===== config.mk =====
export PLATFORM = sky130hd
export DESIGN_NAME = heading_hold_thrust_mixer_unit
export DESIGN_NICKNAME = d
export VERILOG_FILES = /design/src/rtl/hhtm_pkg.sv /design/src/rtl/hhtm_regs.sv /design/src/rtl/hhtm_dp.sv /design/src/rtl/hhtm_ctrl.sv /design/src/rtl/heading_hold_thrust_mixer_unit.sv
export SDC_FILE = /design/constraint.sdc
export NUM_CORES = 2
export LEC_CHECK = 0
export BUFFER_PORTS_ARGS = -buffer_cell sky130_fd_sc_hd__buf_2
export CORE_MARGIN = 10
export CORE_UTILIZATION = 30
export CTS_BUF_LIST = sky130_fd_sc_hd__clkbuf_4
export CTS_CLUSTER_SIZE = 8
export DETAILED_ROUTE_END_ITERATION = 7
export SLEW_MARGIN = 20
export SYNTH_ARGS = -nofsm -noshare
export SYNTH_HDL_FRONTEND = slang
export SYNTH_SLANG_ARGS = --single-unit

===== constraint.sdc =====
create_clock -name clk -period 10.6 [get_ports clk]
set_input_delay 2.12 -clock clk [delete_from_list [all_inputs] [get_ports clk]]
set_output_delay 2.12 -clock clk [all_outputs]
set_load 0.02 [all_outputs]

===== src/rtl/hhtm_pkg.sv =====
// hhtm_pkg: shared types and constants of the heading-hold thrust mixer
// used by hhtm_regs, hhtm_ctrl, hhtm_dp and the top level; no dependencies
`default_nettype none

package hhtm_pkg;

  // pulse limits in microseconds
  localparam logic [10:0] THR_MIN    = 11'd1000;
  localparam logic [10:0] THR_MAX    = 11'd2000;
  localparam logic [10:0] THR_IDLE   = 11'd1500;
  localparam logic [10:0] THR_ACTIVE = 11'd1510;

  localparam logic [6:0]  STICK_DZ    = 7'd8;
  localparam logic [31:0] DT_LIMIT_MS = 32'd500;

  // compass wraps once at 360 deg in 1/16 degree
  localparam logic [12:0] COMPASS_TURN = 13'd5760;
  // full turn in 1/1024 degree
  localparam logic [18:0] FULL_TURN    = 19'd368640;

  // floor(x/5) = (x*205) >> 10 for x below 1024
  localparam logic [7:0]  RECIP_5      = 8'd205;
  // step = n / 3125 with n = product*32; floor(2^42/3125)
  localparam logic [30:0] RECIP_3125   = 31'd1407374883;
  localparam logic [11:0] STEP_DIV     = 12'd3125;

  localparam logic [16:0] STEER_LIMIT  = 17'd25600;
  localparam logic signed [9:0] ERR_WRAP = 10'sd180;
  localparam logic signed [9:0] ERR_TURN = 10'sd360;

  // register indexes on the configuration port
  localparam logic [1:0] REG_DEADZONE = 2'd0;
  localparam logic [1:0] REG_GAIN     = 2'd1;
  localparam logic [1:0] REG_MAXDIFF  = 2'd2;
  localparam logic [1:0] REG_TURN     = 2'd3;

  typedef struct packed {
    logic [4:0]  error_deadzone_deg;
    logic [11:0] steer_gain;
    logic [9:0]  max_motor_diff;
    logic [8:0]  turn_rate_deg_s;
  } cfg_t;

  // one strobe per datapath step
  typedef struct packed {
    logic load;
    logic decode;
    logic rate;
    logic mul_dt;
    logic recip;
    logic back;
    logic target;
    logic error;
    logic gain;
    logic result;
  } dp_cmd_t;

  typedef struct packed {
    logic idle_item;
    logic out_stall;
  } dp_stat_t;

endpackage

`default_nettype wire


===== src/rtl/hhtm_regs.sv =====
// hhtm_regs: APB-style configuration registers of the thrust mixer
// depends on hhtm_pkg for the register layout and indexes
`default_nettype none

module hhtm_regs (
  input  wire logic        clk,
  input  wire logic        rst,
  input  wire logic        psel,
  input  wire logic        penable,
  input  wire logic        pwrite,
  input  wire logic [3:0]  paddr,
  input  wire logic [31:0] pwdata,
  output logic      [31:0] prdata,
  output logic             pready,
  output hhtm_pkg::cfg_t   cfg
);
  import hhtm_pkg::*;

  logic wr_en;

  assign pready = 1'b1;
  assign wr_en  = psel && penable && pwrite && pready;

  always_ff @(posedge clk) begin
    if (rst) begin
      cfg.error_deadzone_deg <= 5'd2;
      cfg.steer_gain         <= 12'd512;
      cfg.max_motor_diff     <= 10'd200;
      cfg.turn_rate_deg_s    <= 9'd30;
    end else if (wr_en) begin
      case (paddr[3:2])
        REG_DEADZONE: cfg.error_deadzone_deg <= pwdata[4:0];
        REG_GAIN:     cfg.steer_gain         <= pwdata[11:0];
        REG_MAXDIFF:  cfg.max_motor_diff     <= pwdata[9:0];
        REG_TURN:     cfg.turn_rate_deg_s    <= pwdata[8:0];
        default: ;
      endcase
    end
  end

  always_comb begin
    case (paddr[3:2])
      REG_DEADZONE: prdata = {27'd0, cfg.error_deadzone_deg};
      REG_GAIN:     prdata = {20'd0, cfg.steer_gain};
      REG_MAXDIFF:  prdata = {22'd0, cfg.max_motor_diff};
      REG_TURN:     prdata = {23'd0, cfg.turn_rate_deg_s};
      default:      prdata = 32'd0;
    endcase
  end

endmodule

`default_nettype wire


===== src/rtl/hhtm_dp.sv =====
// hhtm_dp: datapath of the thrust mixer, one step per command strobe
// depends on hhtm_pkg; driven by hhtm_ctrl, holds the output register
`default_nettype none

module hhtm_dp (
  input  wire logic              clk,
  input  wire logic              rst,
  input  wire hhtm_pkg::cfg_t    cfg,
  input  wire hhtm_pkg::dp_cmd_t cmd,
  output hhtm_pkg::dp_stat_t     stat,
  input  wire logic [11:0]       throttle_pulse,
  input  wire logic [11:0]       steer_pulse,
  input  wire logic [12:0]       compass_heading,
  input  wire logic [31:0]       time_ms,
  output logic                   out_valid,
  input  wire logic              out_ready,
  output logic [10:0]            left_pulse,
  output logic [10:0]            right_pulse,
  output logic [18:0]            target_heading,
  output logic signed [8:0]      heading_error
);
  import hhtm_pkg::*;

  // item registers
  logic [10:0] thr;
  logic [9:0]  steer_off;
  logic [12:0] compass;
  logic [31:0] now_t;
  logic        idle_item;

  // held state
  logic [18:0] held;
  logic        held_valid;
  logic [31:0] prev_time;
  logic        prev_valid;

  // intermediate registers
  logic [8:0]  dt;
  logic [6:0]  mag;
  logic        neg;
  logic        defl_nz;
  logic [15:0] p_rate;
  logic [29:0] num;
  logic [17:0] q0;
  logic [12:0] rem;
  logic signed [8:0]  err;
  logic signed [21:0] s_raw;

  // load
  logic [10:0] thr_c, steer_c;
  logic [12:0] compass_w;
  always_comb begin
    if (throttle_pulse < {1'b0, THR_MIN})      thr_c = THR_MIN;
    else if (throttle_pulse > {1'b0, THR_MAX}) thr_c = THR_MAX;
    else                                       thr_c = throttle_pulse[10:0];
    if (steer_pulse < {1'b0, THR_MIN})         steer_c = THR_MIN;
    else if (steer_pulse > {1'b0, THR_MAX})    steer_c = THR_MAX;
    else                                       steer_c = steer_pulse[10:0];
    compass_w = (compass_heading >= COMPASS_TURN) ? compass_heading - COMPASS_TURN
                                                  : compass_heading;
  end

  // decode
  logic [10:0] steer_sub;
  logic [17:0] q5_prod;
  logic signed [8:0] raw;
  logic [8:0]  raw_mag;
  logic [31:0] time_diff;
  logic [8:0]  dt_w;
  always_comb begin
    steer_sub = steer_c - THR_MIN;
    q5_prod   = 18'(steer_off) * 18'(RECIP_5);
    raw       = $signed({1'b0, q5_prod[17:10]}) - 9'sd100;
    raw_mag   = raw[8] ? 9'(-raw) : 9'(raw);
    time_diff = now_t - prev_time;
    dt_w      = (prev_valid && time_diff <= DT_LIMIT_MS) ? time_diff[8:0] : 9'd0;
  end

  // step scaling: step = mag*rate*dt*1024/100000 = (mag*rate*dt*32)/3125
  logic [24:0] p_dt;
  logic [60:0] q_prod;
  logic [29:0] back_prod;
  logic [29:0] rem_w;
  always_comb begin
    p_dt      = 25'(p_rate) * 25'(dt);
    q_prod    = 61'(num) * 61'(RECIP_3125);
    back_prod = 30'(q0) * 30'(STEP_DIV);
    rem_w     = num - back_prod;
  end

  // target update
  logic [18:0] current;
  logic [18:0] step;
  logic signed [20:0] t_sum;
  logic signed [20:0] t_wrap;
  always_comb begin
    current = {compass, 6'd0};
    step    = 19'(q0) + ((rem >= 13'(STEP_DIV)) ? 19'd1 : 19'd0);
    t_sum   = neg ? $signed({2'b00, held}) - $signed({2'b00, step})
                  : $signed({2'b00, held}) + $signed({2'b00, step});
    if (t_sum < 21'sd0)
      t_wrap = t_sum + $signed({2'b00, FULL_TURN});
    else if (t_sum >= $signed({2'b00, FULL_TURN}))
      t_wrap = t_sum - $signed({2'b00, FULL_TURN});
    else
      t_wrap = t_sum;
  end

  // heading error, truncated toward zero
  logic signed [20:0] diff;
  logic signed [20:0] diff_adj;
  logic signed [20:0] diff_sh;
  logic signed [9:0]  e;
  logic [9:0]         e_mag;
  logic signed [9:0]  e_wrap;
  always_comb begin
    diff     = $signed({2'b00, held}) - $signed({2'b00, current});
    diff_adj = diff[20] ? diff + 21'sd1023 : diff;
    diff_sh  = diff_adj >>> 10;
    e        = diff_sh[9:0];
    e_mag    = e[9] ? 10'(-e) : 10'(e);
    if (e_mag <= {5'd0, cfg.error_deadzone_deg}) e_wrap = 10'sd0;
    else if (e > ERR_WRAP)                       e_wrap = e - ERR_TURN;
    else if (e < -ERR_WRAP)                      e_wrap = e + ERR_TURN;
    else                                         e_wrap = e;
  end

  // gain
  logic signed [21:0] err_x;
  logic signed [21:0] gain_x;
  logic signed [21:0] gain_prod;
  always_comb begin
    err_x     = 22'(err);
    gain_x    = $signed({10'd0, cfg.steer_gain});
    gain_prod = err_x * gain_x;
  end

  // limit, centre and mix
  logic [16:0] half;
  logic [16:0] lim;
  logic signed [21:0] lim_s;
  logic signed [15:0] s_c;
  logic signed [15:0] s_n;
  logic [15:0] s_mag;
  logic [6:0]  m;
  logic [10:0] hi;
  logic [10:0] c;
  logic signed [15:0] s_sh_l, s_sh_r;
  logic signed [12:0] left_w, right_w;
  logic [10:0] left_c, right_c;

  function automatic logic [10:0] clamp_pulse(input logic signed [12:0] v);
    logic [10:0] r;
    if (v < $signed({2'b00, THR_MIN}))      r = THR_MIN;
    else if (v > $signed({2'b00, THR_MAX})) r = THR_MAX;
    else                                    r = v[10:0];
    return r;
  endfunction

  always_comb begin
    half   = {cfg.max_motor_diff, 7'd0};
    lim    = (half < STEER_LIMIT) ? half : STEER_LIMIT;
    lim_s  = $signed({5'd0, lim});
    if (s_raw > lim_s)       s_c = 16'(lim_s);
    else if (s_raw < -lim_s) s_c = 16'(-lim_s);
    else                     s_c = 16'(s_raw);
    s_n     = -s_c;
    s_mag   = s_c[15] ? 16'(s_n) : 16'(s_c);
    m       = s_mag[14:8];
    hi      = THR_MAX - 11'(m);
    c       = (thr > hi) ? hi : thr;
    s_sh_l  = s_c >>> 8;
    s_sh_r  = s_n >>> 8;
    left_w  = $signed({2'b00, c}) + 13'(s_sh_l);
    right_w = $signed({2'b00, c}) + 13'(s_sh_r);
    left_c  = clamp_pulse(left_w);
    right_c = clamp_pulse(right_w);
  end

  // item and working registers
  always_ff @(posedge clk) begin
    if (cmd.load) begin
      thr       <= thr_c;
      steer_off <= steer_sub[9:0];
      compass   <= compass_w;
      now_t     <= time_ms;
      idle_item <= (thr_c < THR_ACTIVE);
    end
    if (cmd.decode) begin
      dt      <= dt_w;
      mag     <= raw_mag[6:0];
      neg     <= raw[8];
      defl_nz <= (raw_mag[6:0] > STICK_DZ);
    end
    if (cmd.rate)   p_rate <= 16'(mag) * 16'(cfg.turn_rate_deg_s);
    if (cmd.mul_dt) num    <= {p_dt, 5'd0};
    if (cmd.recip)  q0     <= q_prod[59:42];
    if (cmd.back)   rem    <= rem_w[12:0];
    if (cmd.error)  err    <= e_wrap[8:0];
    if (cmd.gain)   s_raw  <= gain_prod;
  end

  // held state
  always_ff @(posedge clk) begin
    if (rst) begin
      held       <= '0;
      held_valid <= 1'b0;
      prev_time  <= '0;
      prev_valid <= 1'b0;
    end else begin
      if (cmd.decode) begin
        if (idle_item) begin
          held       <= '0;
          held_valid <= 1'b0;
          prev_time  <= '0;
          prev_valid <= 1'b0;
        end else begin
          prev_time  <= now_t;
          prev_valid <= 1'b1;
        end
      end
      if (cmd.target) begin
        if (!held_valid) begin
          held       <= current;
          held_valid <= 1'b1;
        end else if (defl_nz && dt != 9'd0) begin
          held <= t_wrap[18:0];
        end
      end
    end
  end

  // output register
  always_ff @(posedge clk) begin
    if (rst) begin
      out_valid <= 1'b0;
    end else if (cmd.result) begin
      out_valid <= 1'b1;
    end else if (out_ready) begin
      out_valid <= 1'b0;
    end
  end

  always_ff @(posedge clk) begin
    if (cmd.result) begin
      if (idle_item) begin
        left_pulse     <= THR_IDLE;
        right_pulse    <= THR_IDLE;
        target_heading <= '0;
        heading_error  <= '0;
      end else begin
        left_pulse     <= left_c;
        right_pulse    <= right_c;
        target_heading <= held;
        heading_error  <= err;
      end
    end
  end

  assign stat.idle_item = idle_item;
  assign stat.out_stall = out_valid && !out_ready;

  a_result_shown: assert property (@(posedge clk) disable iff (rst)
    cmd.result |=> out_valid)
    else $error("result written but not shown");

  a_pulse_range: assert property (@(posedge clk) disable iff (rst)
    out_valid |-> (left_pulse >= THR_MIN && left_pulse <= THR_MAX &&
                   right_pulse >= THR_MIN && right_pulse <= THR_MAX))
    else $error("motor pulse out of range");

  a_target_range: assert property (@(posedge clk) disable iff (rst)
    out_valid |-> target_heading < FULL_TURN)
    else $error("target heading not wrapped");

  a_error_range: assert property (@(posedge clk) disable iff (rst)
    out_valid |-> (heading_error <= 9'sd180 && heading_error >= -9'sd180))
    else $error("heading error not wrapped");

endmodule

`default_nettype wire


===== src/rtl/hhtm_ctrl.sv =====
// hhtm_ctrl: sequencer of the thrust mixer, one datapath step per state
// depends on hhtm_pkg for the command and status structs
`default_nettype none

module hhtm_ctrl (
  input  wire logic               clk,
  input  wire logic               rst,
  input  wire logic               in_valid,
  output logic                    in_ready,
  output hhtm_pkg::dp_cmd_t       cmd,
  input  wire hhtm_pkg::dp_stat_t stat
);
  import hhtm_pkg::*;

  localparam logic [3:0] S_IDLE   = 4'd0;
  localparam logic [3:0] S_DECODE = 4'd1;
  localparam logic [3:0] S_RATE   = 4'd2;
  localparam logic [3:0] S_DT     = 4'd3;
  localparam logic [3:0] S_RECIP  = 4'd4;
  localparam logic [3:0] S_BACK   = 4'd5;
  localparam logic [3:0] S_TARGET = 4'd6;
  localparam logic [3:0] S_ERROR  = 4'd7;
  localparam logic [3:0] S_GAIN   = 4'd8;
  localparam logic [3:0] S_OUT    = 4'd9;

  logic [3:0] state, state_next;

  always_ff @(posedge clk) begin
    if (rst) begin
      state <= S_IDLE;
    end else begin
      state <= state_next;
    end
  end

  assign in_ready = (state == S_IDLE);

  always_comb begin
    cmd        = '0;
    state_next = state;
    case (state)
      S_IDLE: begin
        if (in_valid) begin
          cmd.load   = 1'b1;
          state_next = S_DECODE;
        end
      end
      S_DECODE: begin
        cmd.decode = 1'b1;
        // idle throttle skips straight to the result
        state_next = stat.idle_item ? S_OUT : S_RATE;
      end
      S_RATE: begin
        cmd.rate   = 1'b1;
        state_next = S_DT;
      end
      S_DT: begin
        cmd.mul_dt = 1'b1;
        state_next = S_RECIP;
      end
      S_RECIP: begin
        cmd.recip  = 1'b1;
        state_next = S_BACK;
      end
      S_BACK: begin
        cmd.back   = 1'b1;
        state_next = S_TARGET;
      end
      S_TARGET: begin
        cmd.target = 1'b1;
        state_next = S_ERROR;
      end
      S_ERROR: begin
        cmd.error  = 1'b1;
        state_next = S_GAIN;
      end
      S_GAIN: begin
        cmd.gain   = 1'b1;
        state_next = S_OUT;
      end
      S_OUT: begin
        if (!stat.out_stall) begin
          cmd.result = 1'b1;
          state_next = S_IDLE;
        end
      end
      default: begin
        state_next = S_IDLE;
      end
    endcase
  end

  a_one_at_a_time: assert property (@(posedge clk) disable iff (rst)
    in_valid && in_ready |=> !in_ready)
    else $error("second item taken while one is in work");

  a_no_overwrite: assert property (@(posedge clk) disable iff (rst)
    cmd.result |-> !stat.out_stall)
    else $error("result written over a waiting item");

  a_back_to_idle: assert property (@(posedge clk) disable iff (rst)
    cmd.result |=> in_ready)
    else $error("sequencer did not return after result");

endmodule

`default_nettype wire


===== src/rtl/heading_hold_thrust_mixer_unit.sv =====
// heading_hold_thrust_mixer_unit: top level of the heading-hold thrust mixer
// instantiates hhtm_regs, hhtm_ctrl and hhtm_dp; depends on hhtm_pkg
//
// One item is taken at a time. An active item (throttle at 1510 us or more)
// runs through nine sequencer steps after acceptance before the next item is
// taken; an idle-throttle item skips from stick decode to the result. Steps:
// stick decode, rate and elapsed-time products, a reciprocal multiply with one
// correction for the constant divide, target update, error, gain and the final
// limit and mix. The result sits in an output register; while it is not taken
// the sequencer holds in its last step. The user must write registers over the
// APB-style port only while no item is in work; the block does not enforce it.
`default_nettype none

module heading_hold_thrust_mixer_unit (
  input  wire logic        clk,
  input  wire logic        rst,
  input  wire logic        psel,
  input  wire logic        penable,
  input  wire logic        pwrite,
  input  wire logic [3:0]  paddr,
  input  wire logic [31:0] pwdata,
  output logic      [31:0] prdata,
  output logic             pready,
  input  wire logic        in_valid,
  output logic             in_ready,
  input  wire logic [11:0] throttle_pulse,
  input  wire logic [11:0] steer_pulse,
  input  wire logic [12:0] compass_heading,
  input  wire logic [31:0] time_ms,
  output logic             out_valid,
  input  wire logic        out_ready,
  output logic [10:0]      left_pulse,
  output logic [10:0]      right_pulse,
  output logic [18:0]      target_heading,
  output logic signed [8:0] heading_error
);
  import hhtm_pkg::*;

  cfg_t     cfg;
  dp_cmd_t  cmd;
  dp_stat_t stat;

  hhtm_regs u_regs (
    .clk     (clk),
    .rst     (rst),
    .psel    (psel),
    .penable (penable),
    .pwrite  (pwrite),
    .paddr   (paddr),
    .pwdata  (pwdata),
    .prdata  (prdata),
    .pready  (pready),
    .cfg     (cfg)
  );

  hhtm_ctrl u_ctrl (
    .clk      (clk),
    .rst      (rst),
    .in_valid (in_valid),
    .in_ready (in_ready),
    .cmd      (cmd),
    .stat     (stat)
  );

  hhtm_dp u_dp (
    .clk             (clk),
    .rst             (rst),
    .cfg             (cfg),
    .cmd             (cmd),
    .stat            (stat),
    .throttle_pulse  (throttle_pulse),
    .steer_pulse     (steer_pulse),
    .compass_heading (compass_heading),
    .time_ms         (time_ms),
    .out_valid       (out_valid),
    .out_ready       (out_ready),
    .left_pulse      (left_pulse),
    .right_pulse     (right_pulse),
    .target_heading  (target_heading),
    .heading_error   (heading_error)
  );

endmodule

`default_nettype wire

# ---- Yosys cells after proc, flatten, opt, wreduce, memory -nomap -nowiden
# Cells that the tools add are included.
dict set report word_totals {
  reg_bits 332
  output_inout_bits 85
  elab_cells 168
}
dict set report classes {
  n_addsub 21
  mul 6
  order_cmp 22
  n_eq_ne 14
  muxes 53
  n_reduce_logical 19
}
# op count
set ops {}
lappend ops {{$mux W19} 7}
lappend ops {{$pmux W32 S4} 1}
lappend ops {{$mux W11} 7}
lappend ops {{$mul A25 B31 Y55 const B} 1}
lappend ops {{$pmux W4 S10} 1}
lappend ops {{$sub A19 B19 Y20} 2}
lappend ops {{$le A32 B9 Y1 const B} 1}
lappend ops {{$mux W16} 2}
lappend ops {{$mux W32} 1}
lappend ops {{$sub A32 B32 Y32} 1}
lappend ops {{$mux W10} 3}
lappend ops {{$add A12 B8 Y13} 2}
lappend ops {{$gt A13 B12 Y1 const B} 2}
lappend ops {{$lt A13 B11 Y1 const B} 2}
lappend ops {{$mul A16 B9 Y25} 1}
lappend ops {{$gt A12 B11 Y1 const B} 2}
lappend ops {{$lt A12 B10 Y1 const B} 2}
lappend ops {{$gt A22 B18 Y1} 1}
lappend ops {{$lt A22 B22 Y1} 1}
lappend ops {{$mul A9 B13 Y22} 1}
lappend ops {{$neg A17 Y22} 1}
lappend ops {{$ge A21 B20 Y1 const B} 1}
lappend ops {{$lt A21 B1 Y1 const B} 1}
lappend ops {{$mux W21} 1}
lappend ops {{51 further kinds} 90}

# ---- Logic depth before layout (Yosys ltp)
dict set report logic_depth {
  word_depth 15
  mapped_depth 53
  mapped_depth_nobuf 49
}

# ---- Hierarchy
# Synthesis repeated with hierarchy kept, for this count alone.
dict set report hier_totals {
  hier_cells 4723
  area_unflattened_um2 45678.8
}
# module n_inst cells_each area_each_um2 seq_area_each_um2
set modules_own_cells {}
lappend modules_own_cells {hhtm_dp 1 4491 43444.2 8227.9}
lappend modules_own_cells {hhtm_regs 1 188 1918.1 720.7}
lappend modules_own_cells {hhtm_ctrl 1 44 316.6 80.1}

# ---- Worst setup path after synthesis
# No wires, ideal clock.
dict set report synth_timing {
  path_kind {reg-to-reg}
  startpoint {register, netlist name u_regs.cfg[15]}
  endpoint {register u_dp.left_pulse[8], data pin}
  setup_ns 0.285
  arrival_time_ns 9.124
  required_ns 10.315
  path_slack_ns 1.191
  path_stages_with_launch 46
  n_path_buf 4
  synth_period_minus_slack_ns 9.409
  path_cell_list {dfxtp_1 > or3_1 > or4_1 > clkbuf_1 > nor4b_1 > ha_1 > a21o_1 > a2111oi_0 > a32oi_1 > clkbuf_1 > nor4_1 > a21oi_1 > or2_1 > buf_6 > clkinv_4 > nand2_1 > xnor2_1 > inv_1 > [... 10 more ...] > clkbuf_1 > nand2_1 > o21ai_0 > ha_1 > inv_1 > fa_1 > nor2b_1 > o21ai_0 > a21boi_0 > o21ai_0 > nand2_1 > xnor2_1 > or3_1 > a2111o_1 > nor3_1 > mux2i_1 > nor4_1 > o21ai_0}
}
dict set report synth_between {
  elab_chain_len 14
  word_cells_on_any_way 16
  classes_between {4 x add/sub; 6 x order compare; 5 x mux; 1 x reduce/logical}
}
# item line_no
set synth_lines {}
lappend synth_lines {{$lt A17 B15 Y1} hhtm_dp.sv:162} ;# lim = (half < STEER_LIMIT) ? half : STEER_LIMIT;
lappend synth_lines {{$mux W17 (*)} hhtm_dp.sv:162}
lappend synth_lines {{$neg A17 Y22} hhtm_dp.sv:165} ;# else if (s_raw < -lim_s) s_c = 16'(-lim_s);
lappend synth_lines {{$lt A22 B22 Y1} hhtm_dp.sv:165}
lappend synth_lines {{$mux W16} hhtm_dp.sv:165}
lappend synth_lines {{$mux W16 (*)} hhtm_dp.sv:164} ;# if (s_raw > lim_s) s_c = 16'(lim_s);
lappend synth_lines {{$neg A16 Y16} hhtm_dp.sv:167} ;# s_n = -s_c;
lappend synth_lines {{$mux W15} hhtm_dp.sv:168} ;# s_mag = s_c[15] ? 16'(s_n) : 16'(s_c);
lappend synth_lines {{$sub A7 B8 Y9} hhtm_dp.sv:170} ;# hi = THR_MAX - 11'(m);
lappend synth_lines {{$gt A11 B11 Y1} hhtm_dp.sv:171} ;# c = (thr > hi) ? hi : thr;
lappend synth_lines {{$mux W11} hhtm_dp.sv:171}
lappend synth_lines {{$add A12 B8 Y13 (*)} hhtm_dp.sv:174} ;# left_w = $signed({2'b00, c}) + 13'(s_sh_l);
lappend synth_lines {{$gt A13 B12 Y1 or $lt A13 B11 Y1 (tied branches)} {hhtm_dp.sv:155, hhtm_dp.sv:154}}
lappend synth_lines {{$reduce_or A3 Y1 (no source line)} -}
lappend synth_lines {{end signal: assignment} hhtm_dp.sv:252} ;# left_pulse <= left_c;
lappend synth_lines {{end: declaration} hhtm_dp.sv:17} ;# output logic [10:0] left_pulse,
# Mark *: on every way between the ends. The rest lies on a longest branch, timed or not.
# A chain may end at the register's enable or synchronous reset.

# ---- Final worst setup path
dict set report layout_timing {
  startpoint {register, netlist name u_regs.cfg[15]}
  endpoint {register u_dp.left_pulse[8], data pin}
}
dict set report layout_between {
  elab_chain_len 14
  word_cells_on_any_way 16
  classes_between {4 x add/sub; 6 x order compare; 5 x mux; 1 x reduce/logical}
}
# item line_no
set layout_lines {}
lappend layout_lines {{$lt A17 B15 Y1} hhtm_dp.sv:162}
lappend layout_lines {{$mux W17 (*)} hhtm_dp.sv:162}
lappend layout_lines {{$neg A17 Y22} hhtm_dp.sv:165}
lappend layout_lines {{$lt A22 B22 Y1} hhtm_dp.sv:165}
lappend layout_lines {{$mux W16} hhtm_dp.sv:165}
lappend layout_lines {{$mux W16 (*)} hhtm_dp.sv:164}
lappend layout_lines {{$neg A16 Y16} hhtm_dp.sv:167}
lappend layout_lines {{$mux W15} hhtm_dp.sv:168}
lappend layout_lines {{$sub A7 B8 Y9} hhtm_dp.sv:170}
lappend layout_lines {{$gt A11 B11 Y1} hhtm_dp.sv:171}
lappend layout_lines {{$mux W11} hhtm_dp.sv:171}
lappend layout_lines {{$add A12 B8 Y13 (*)} hhtm_dp.sv:174}
lappend layout_lines {{$gt A13 B12 Y1 or $lt A13 B11 Y1 (tied branches)} {hhtm_dp.sv:155, hhtm_dp.sv:154}}
lappend layout_lines {{$reduce_or A3 Y1 (no source line)} -}
# Marks and branches as above.

==> out/qor.yml <==
critical_path:
  startpoint_type: "flip-flop"
  crit_arrival_ns: 10.67
  critPathKind: "flip-flop to flip-flop"
  end_kind: "flip-flop"
  crit_path_top_delay_cell: "a2111oi_1"
  critical_path.max_stage_delay_ns: 0.50
  cp.required_ns: 11.27
  crit_fanout: 7
logic_synthesis:
  synthMuxAreaShare: 0.0124
  synth-async-reset-ratio: 0
  ys_seq_area_frac: 0.196
  synth_top_area_cell: "fa_1"
  synth_fa_ha_area_frac: 0.413
  ys_warn_count: 0
  ys_types: 101
  synth.area.top_cells: "fa_1 (22%), ha_1 (19%), edfxtp_1 (16%), inv_1 (7.1%), dfxtp_1 (4.1%)"
  ys_ff_latch: 332
  synthFlopType: "edfxtp_1"
  synth_compound_area_frac: 0.119
  yosys.area.top_type_share: 0.224
  synthSimpleGateAreaFrac: 0.132
  synth_area_per_cell_um2: 9.42
  netlist_instances: 4893
  synth_edf_count: 238
  synth.most_common_cell: "inv_1"
  synth_xor_xnor_area_share: 0.0403
  synth_common_cells: "inv_1 (868), ha_1 (693), fa_1 (517)"
  syn_area_mm2: 0.0461
  synth_top_family_by_area: "adder cells"
floorplan:
  rows: 143
  die_w_um: 412
  start_util: 0.303
  die_area_mm2: 0.170
  ioPinCount: 197
  fp.dieH_um: 412
  core-area_mm2: 0.152
cells_and_area:
  nFillCells: 15700
  seqCellArea_mm2: 0.00903
  postLayoutCellArea_mm2: 0.0504
  drive_above_1_share: 0.0861
  instances_no_fill: 7158
  post-route-util: 0.331
  multi_input_area_mm2: 0.0333
  area_delta_synth_final_pct: 9.39
  final_nets: 6363
min_path:
  min_path_type: "flip-flop to flip-flop"
detailed_routing:
  drc: 0
  via_per_inst: 4.86
  wl_per_cell_um: 16.8
  vias: 34800
  drtAntennaViolNets: 0
  drt-total-wl_um: 120000
  first_pass_iters: 8
  drtIter0Drc: 2388
placed_design:
  hpwlAfterDp_um: 99600
  portBuffers: 153
  place_area_mm2: 0.0491
  placed_cells: 6968
  gp_congestion: 0.911
global_route:
  grt-ovfl-total: 0
  grt_usage: 0.141
  grt_max_degree: 95
  grt_pass1_vias: 35800
  grt_pass1_wl_um: 194000
  antenna_found_initial: 4
sta:
  fmax_mhz: 100
  fin_worst_skew_ns: 0.0848
  maxSlewViolCount: 0
  min_period_ns: 10.0
  slew_headroom: 0.228
  holdWs_ns: 0.449
  worst_pin_slew_ns: 1.15
  finalSetupViolCount: 0
  period_share: 0.943
  finalHoldViolCount: 0
clock_network:
  clk_pin_slew_worst_paths_ns: 0.06
  numCtsBuffers: 98
  root_buffer: "clkbuf_4"
  insertion_delay_ns: 1.01
  cts.sinks: 332
  cts_tree: "done"
  ctsHoldBuffers: 0
  clockBufferDepth: 3
  htreeDepth: 3
job:
  max_cap_violations: 0
run_status:
  status: "completed"
[cell families (layout without fill, tap and decap cells)]
| group | count (synthesis) | after routing |
|---|---|---|
| and+or+nand+nor | 1233 | 1233 |
| adders and majority gates | 1212 | 1212 |
| buffers and inverters | 1034 | 1243 |
| AOI/OAI and AO/OA | 820 | 820 |
| DFF | 332 | 332 |
| xor gates and xnor gates | 210 | 210 |
| muxes | 50 | 50 |
| other | 2 | 28 |
[final timing paths]
path	to	start	cells past startpoint	slack [ns]
worst max-delay path	u_dp.left_pulse[8]	u_regs.cfg[15]	38	0.60
worst max register to register	u_dp.left_pulse[8]	u_regs.cfg[15]	38	0.60
worst min register to register	u_dp.prev_time[19]	u_dp.prev_time[19]	2	0.45
worst min-delay path	u_dp.prev_time[19]	u_dp.prev_time[19]	2	0.45
[state kept, by name, indices dropped and copies added, names as in the netlist, 4 cells and up]
register	count
u_dp.rem	13
u_dp.prev_time	32
u_dp.thr	11
u_dp.left_pulse	11
u_dp.target_heading	19
u_dp.q0	18
u_dp.steer_off	10
u_dp.num	25
u_dp.s_raw	22
u_dp.now_t	32
u_dp.err	9
u_dp.dt	9
u_dp.p_rate	16
u_dp.held	19
u_dp.compass	13
u_dp.heading_error	9
u_regs.cfg	36
u_ctrl.state	4
u_dp.right_pulse	11
u_dp.mag	7
[through the flow]
stage | TNS, ns | setup WS (ns)
after floorplan | 0 | 1.19
after global placement | 0 | 0.481
after detailed placement | 0 | 0.517
after CTS | 0 | 0.393
after global routing | -0.0482 | -0.0258
final | 0 | 0.602
[layout by cell type (no fill, tap or decap), types with 23 or more instances in the layout]
cell      count
dfxtp_1      93
buf_2       152
o21bai_1     29
nor4_1       26
clkbuf_4    137
fa_1        517
o211ai_1     35
o21a_1       44
inv_1       868
xnor2_1     151
and3_1       32
o31ai_1      23
mux2i_1      36
edfxtp_1    238
a211oi_1     28
nand3_1      78
ha_1        692
buf_4        36
nand2b_1     48
xor2_1       58
and2_1      142
clkinv_1     23
nor2b_1      73
a21o_1       71
nand2_1     406
a21oi_1     245
a31oi_1      32
conb_1       23
nor3_1       75
o21ai_0     118
nand4_1      35
nor2_1      203
[area by class of cell]
cell class | count | area share
multi-input cells | 3548 | 0.660
clock buffers | 137 | 0.0204
clock inverters | 45 | 0.00437
inverters | 872 | 0.0651
diodes | 5 | 0.000248
repair buffers | 189 | 0.0210
flip-flops and latches | 332 | 0.179
well taps | 2030 | 0.0504
[layer usage]
metal	track usage	wire length, um	up-vias
li1	-	-	16700
met1	0.190	55500	17100
met2	0.234	56000	815
met3	0.0229	6210	148
met4	0.0388	2800	0
met5	0	0	-
[critical path: cells and delay by family, from the launching register on]
family          cells  cell delay [ns]
buf+inv             2             0.38
compound gates     17             4.14
mux                 4             1.16
simple gates        9             2.16
fa+ha+maj           4             1.11
xor+xnor            2             0.35
flops               1             0.38
[what timing repair did]
action | in CTS | in global routing
buffers inserted | 0 | 2
setup endpoints to repair | 0 | 22
gates resized for setup | 0 | 17
Power is left out: the tool's default activity adds up to more than one toggle a clock period on the data nets, which glitch-free logic cannot reach.
